===== src/sv/rrhl_pkg.sv =====
`default_nettype none
package rrhl_pkg;

   localparam int SLOT_W      = 8;
   localparam int SLOT_COUNT  = 256;
   localparam int ROUTE_W     = 6;
   localparam int STATUS_W    = 10;
   localparam int RTYPE_W     = 3;
   localparam int COUNT_W     = 32;
   localparam int METHOD_BYTES = 7;
   localparam int MCOUNT_W    = 4;
   localparam int PCOUNT_W    = 7;

   localparam logic [SLOT_W-1:0]   HASH_SEED    = 8'd5;
   localparam logic [MCOUNT_W-1:0] METHOD_LIMIT = 4'd7;
   localparam logic [MCOUNT_W-1:0] METHOD_OVER  = 4'd8;
   localparam logic [PCOUNT_W-1:0] PATH_LIMIT   = 7'd64;

   localparam logic [7:0] ASCII_UPPER_A = 8'h41;
   localparam logic [7:0] ASCII_UPPER_Z = 8'h5a;
   localparam logic [7:0] ASCII_LOWER_A = 8'h61;
   localparam logic [7:0] ASCII_LOWER_Z = 8'h7a;
   localparam logic [7:0] CASE_OFFSET   = 8'd32;

   localparam logic [1:0] KIND_METHOD   = 2'd0;
   localparam logic [1:0] KIND_PATH     = 2'd1;
   localparam logic [1:0] KIND_LOOKUP   = 2'd2;
   localparam logic [1:0] KIND_REGISTER = 2'd3;

   localparam logic [1:0] OUT_HIT       = 2'd0;
   localparam logic [1:0] OUT_FALL      = 2'd1;
   localparam logic [1:0] OUT_INSTALLED = 2'd2;
   localparam logic [1:0] OUT_FULL      = 2'd3;

   typedef struct packed {
      logic method_en;
      logic path_en;
      logic rd_en;
      logic info_en;
      logic do_lookup;
      logic do_install;
   } cmd_type;

   typedef struct packed {
      logic out_free;
   } status_type;

   typedef struct packed {
      logic [METHOD_BYTES-1:0][7:0] method;
      logic [STATUS_W-1:0]          status;
      logic [RTYPE_W-1:0]           rtype;
      logic [ROUTE_W-1:0]           index;
   } slot_entry_type;

endpackage
`default_nettype wire


===== src/sv/rrhl_ctrl.sv =====
`default_nettype none
module rrhl_ctrl
   import rrhl_pkg::*;
(
   input  wire logic       clock,
   input  wire logic       reset,
   input  wire logic       req_tvalid,
   input  wire logic [1:0] req_kind,
   output logic            req_tready,
   input  wire status_type status,
   output cmd_type         cmd
);

   typedef enum logic [1:0] {
      ST_IDLE,
      ST_LOOK,
      ST_INSTALL
   } state_type;

   state_type state_ff;
   logic      ready_ff;
   logic      accept;

   assign accept     = req_tvalid && ready_ff;
   assign req_tready = ready_ff;

   always_comb begin
      cmd            = '0;
      cmd.method_en  = accept && (req_kind == KIND_METHOD);
      cmd.path_en    = accept && (req_kind == KIND_PATH);
      cmd.rd_en      = accept && (req_kind == KIND_LOOKUP);
      cmd.info_en    = accept && (req_kind == KIND_REGISTER);
      cmd.do_lookup  = (state_ff == ST_LOOK) && status.out_free;
      cmd.do_install = (state_ff == ST_INSTALL) && status.out_free;
   end

   always_ff @(posedge clock) begin
      if (reset) begin
         state_ff <= ST_IDLE;
         ready_ff <= 1'b0;
      end else begin
         case (state_ff)
            ST_IDLE: begin
               ready_ff <= 1'b1;
               if (accept && req_kind == KIND_LOOKUP) begin
                  state_ff <= ST_LOOK;
                  ready_ff <= 1'b0;
               end else if (accept && req_kind == KIND_REGISTER) begin
                  state_ff <= ST_INSTALL;
                  ready_ff <= 1'b0;
               end
            end
            ST_LOOK, ST_INSTALL: begin
               if (status.out_free) begin
                  state_ff <= ST_IDLE;
                  ready_ff <= 1'b1;
               end
            end
            default: begin
               state_ff <= ST_IDLE;
               ready_ff <= 1'b0;
            end
         endcase
      end
   end

endmodule
`default_nettype wire


===== config.mk =====
export PLATFORM = sky130hd
export DESIGN_NAME = rrhl_ctrl
export DESIGN_NICKNAME = d
export VERILOG_FILES = /design/src/sv/rrhl_pkg.sv /design/src/sv/rrhl_ctrl.sv
export SDC_FILE = /design/constraint.sdc
export NUM_CORES = 1
export LEC_CHECK = 0
export BUFFER_PORTS_ARGS = -buffer_cell sky130_fd_sc_hd__buf_2
export CORE_AREA = 5 5 42 44
export DETAILED_ROUTE_END_ITERATION = 10
export DIE_AREA = 0 0 47 49
export PLACE_DENSITY = 0.36
export SLEW_MARGIN = 25
export SYNTH_ARGS = -nofsm -noshare
export SYNTH_HDL_FRONTEND = slang
export SYNTH_SLANG_ARGS = --single-unit

===== constraint.sdc =====
create_clock -name clock -period 3 [get_ports clock]
set_input_delay 0.6 -clock clock [delete_from_list [all_inputs] [get_ports clock]]
set_output_delay 0.6 -clock clock [all_outputs]
set_load 0.02 [all_outputs]

# Word level (Yosys, flattened, before mapping)
# Index checks and enable logic that the tools add are counted.
[op_classes]
n_eq_ne = 7
mux = 8
reduce_logical = 11
[ops]
columns = ["operator", "n"]
rows = [
  ["1-bit logical AND", 7],
  ["2-bit equality test, second input constant", 3],
  ["2-bit 2-to-1 mux", 3],
  ["2-bit by 1-bit equality test with 1-bit output, second input constant", 2],
  ["2-bit logical NOT", 2],
  ["2-bit one-hot mux with 2 select lines", 1],
  ["1-bit 2-to-1 mux", 3],
  ["3-bit != test, second input constant", 1],
  ["2-bit != test, second input constant", 1],
  ["1-bit one-hot mux with 2 select lines", 1],
  ["2-bit AND reduction", 1],
  ["2-bit OR reduction", 1],
]
[word_totals]
wordCells = 28
reg_bits = 3
input_bits = 6
out_inout_bits = 7

# Longest topological paths before layout
[logic_depth]
depth_word = 5
ltp_mapped = 5
depth_no_buf = 5

# Worst setup path after synthesis
# Ideal clock, no wire load.
[synth_path]
kind = "input-to-output"
from = "input port req_kind[0]"
to = "output port cmd[4] (netlist bit)"
arrival_time_ns = 1.123
required_time_ns = 2.400
path_stages = 2
slack_ns = 1.277
n_path_buf = 0
path_cell_list = "inv_1 nor3_1"
[synth_lines]
columns = ["element", "line", "source"]
rows = [
  ["start: declaration", "rrhl_ctrl.sv:8", "input wire logic [1:0] req_kind,"],
  ["end: declaration", "rrhl_ctrl.sv:11", "output cmd_type cmd"],
]

==> impl_metrics.csv <==
group,metric,value,unit
layout,final_common_cell,"buf_2",
min_path,min_path_cells,2,
routing,wl_per_cell,9.94,um
global_route,antenna_found_initial,0,
setup_path,rrSetupSlack,1.65,ns
layout,fin_nets,57,
synthesis,syn_inst,30,
timing,relSlewSlack,83.0,%
timing,max_freq,554,MHz
cts,cts_tree,"built",
routing,wl_met2,245,um
cts,path_clk_slew,0.03,ns
layout,final_area,345,sq um
power_and_ir_drop,p_leak,0.186,nW
cts,cts_htree_levels,1,
power_and_ir_drop,ir_drop,0.000245,V
cts,clockRootBuffer,"clkbuf_4",
routing,dr.pass1.iters,2,
global_route,grtUsageTotal,6.67,%
placed_design,placed_area,319,sq um
layout,final_cell_mix,"12 x buf_2, 5 x inv_1, 4 x ha_1, 3 x clkbuf_4, 3 x dfxtp_1",
layout,diodes,0,
routing,wl_met3,78,um
timing,finalSetupViolCount,0,
timing,fin_crit_sh,60.2,%
cts,cts_buffer_depth,2,
global_route,overflow,0,
placed_design,io_buffer_count,12,
synthesis,ys_top_cells_by_area,"dfxtp_1 25%, ha_1 21%, inv_1 7.9%, o32ai_1 7.3%, and2_2 6.3%",
timing,maxSlewViolCount,0,
cts,ctsResizeCount,0,
floorplan,rows,14,
timing,period_needed,1.81,ns
layout,drive_gt1_share,37.0,%
synthesis,synth_top_cell_area_share,25.1,%
timing,rsz0062_at_grt,"false",
layout,fillerInstances,160,
floorplan,start_util,17.1,%
routing,top_layer,"met3",
synthesis,yosysSeqAreaShare,25.1,%
floorplan,io_pins,13,
setup_path,critPathKind,"in2out",
setup_path,worstPathMaxFanout,4,
cts,clock_sinks,3,
global_route,grt_max_degree,6,
synthesis,netlist-cell-type-count,15,
synthesis,yosysTopAreaCell,"dfxtp_1",
min_path,hold_path_class,"reg2reg",
power_and_ir_drop,pwr_density_cell,424,nW/um^2
synthesis,netlist_area,239,sq um
timing,hold_viol,0,
floorplan,die_x,47,um
layout,instances_no_fill,62,
routing,vias,255,
floorplan,die_h,49,um
synthesis,synth-seq-cells,3,
timing,tightest_slew,0.253,ns
timing,fin_tns_setup,0,ns
timing,worst_clock_skew,0.00302,ns
routing,wl,616,um
synthesis,synth_fp_nets,40,
cts,worstSkewPairLatency,0.23,ns
setup_path,cp-end-kind,"output port",
synthesis,syn_area_per_cell,7.97,sq um
routing,via_per_inst,4.11,
floorplan,core_area,1400,sq um
cts,hold_buffers,0,
power_and_ir_drop,total_power,0.146,mW
setup_path,critPathArrivalTime,1.21,ns
run,max-cap-violations,0,
status,status,"completed",
placed_design,dp_hpwl,507,um
setup_path,cp.required,2.40,ns
placed_design,gp_congestion,0.751,
routing,wl_met1,291,um
synthesis,ys.warnings.count,0,
layout,synthToLayoutAreaGrowth,44.5,%
global_route,grt_pass1_vias,275,
routing,antenna_left,0,
global_route,grt_pass1_wl,1.09,mm
floorplan,die-area,2300,sq um
cts,numCtsBuffers,3,
setup_path,ff2ff_path_depth,5,
routing,drtIter0Drc,4,
routing,drc,0,
placed_design,place_inst,58,
setup_path,critPathLaunchType,"input pin",
cts,post-cts-setup-buffers,0,
timing,timing.hold.ws,0.564,ns
==> cell usage after synthesis, drive strengths merged <==
master,count
nand2,2
nand4,1
o211ai,1
a21boi,1
nor2,1
inv,5
nor3,2
o32ai,2
a21oi,1
nand2b,2
and2,2
nand3,2
ha,4
dfxtp,3
nand3b,1
==> logic make-up (layout without fill, tap and decap cells) <==
logic type / Yosys count / count (layout) / synth area share (%)
and+or+nand+nor: 13 / 13 / 30.4
AOI/OAI and AO/OA: 5 / 5 / 15.7
buffers and inverters: 5 / 21 / 7.85
adders and majority gates: 4 / 4 / 20.9
DFF: 3 / 3 / 25.1
==> flip-flops by register name, indices dropped and copies added, names as in the netlist <==
signal / count
req_tready: 1
state_ff: 2
==> power by group <==
part           switching [mW]  internal (mW)  total (mW)  leakage (nW)
combinational          0.0177         0.0119      0.0296         0.147
clock                  0.0210         0.0498      0.0708        0.0150
sequential            0.00306         0.0430      0.0460        0.0246
total                  0.0418          0.105       0.146         0.186
==> path summary, 6_finish.rpt <==
kind	start	endpoint
max	req_kind[1]	cmd[3]
min	state_ff[1]$_SDFFE_PP0P_	state_ff[1]$_SDFFE_PP0P_
max reg2reg	state_ff[0]$_SDFFE_PP0P_	state_ff[0]$_SDFFE_PP0P_
min reg2reg	state_ff[1]$_SDFFE_PP0P_	state_ff[1]$_SDFFE_PP0P_
==> stage by stage <==
step           utilization [%]  worst slack [ns]
2_1_floorplan                -              1.28
4_1_cts                   24.6              1.18
5_1_grt                   24.6              1.11
6_report                  24.6              1.19
3_3_place_gp              22.8              1.18
3_5_place_dp              22.8              1.19
==> cell type report <==
type | count | area, sq um | area share [%]
multi-input combinational | 22 | 160 | 46.4
sequential | 3 | 60.1 | 17.4
timing repair buffer | 12 | 60.1 | 17.4
clock buffer | 4 | 26.3 | 7.61
tap | 16 | 20.0 | 5.80
inverter | 5 | 18.8 | 5.43
==> worst max-delay path, stage by stage <==
cell and delay, ns:
buf_2 0.11, nand3_1 0.11, nand2b_1 0.18, inv_1 0.05, buf_2 0.15
==> per-layer routing <==
metal | GRT usage, % | up-vias
li1 | - | 135
met1 | 8.06 | 104
met2 | 9.05 | 16
met4 | 2.76 | 0
met5 | 0 | -
met3 | 4.43 | 0
Note: power is estimated with default switching activity, not from simulation.
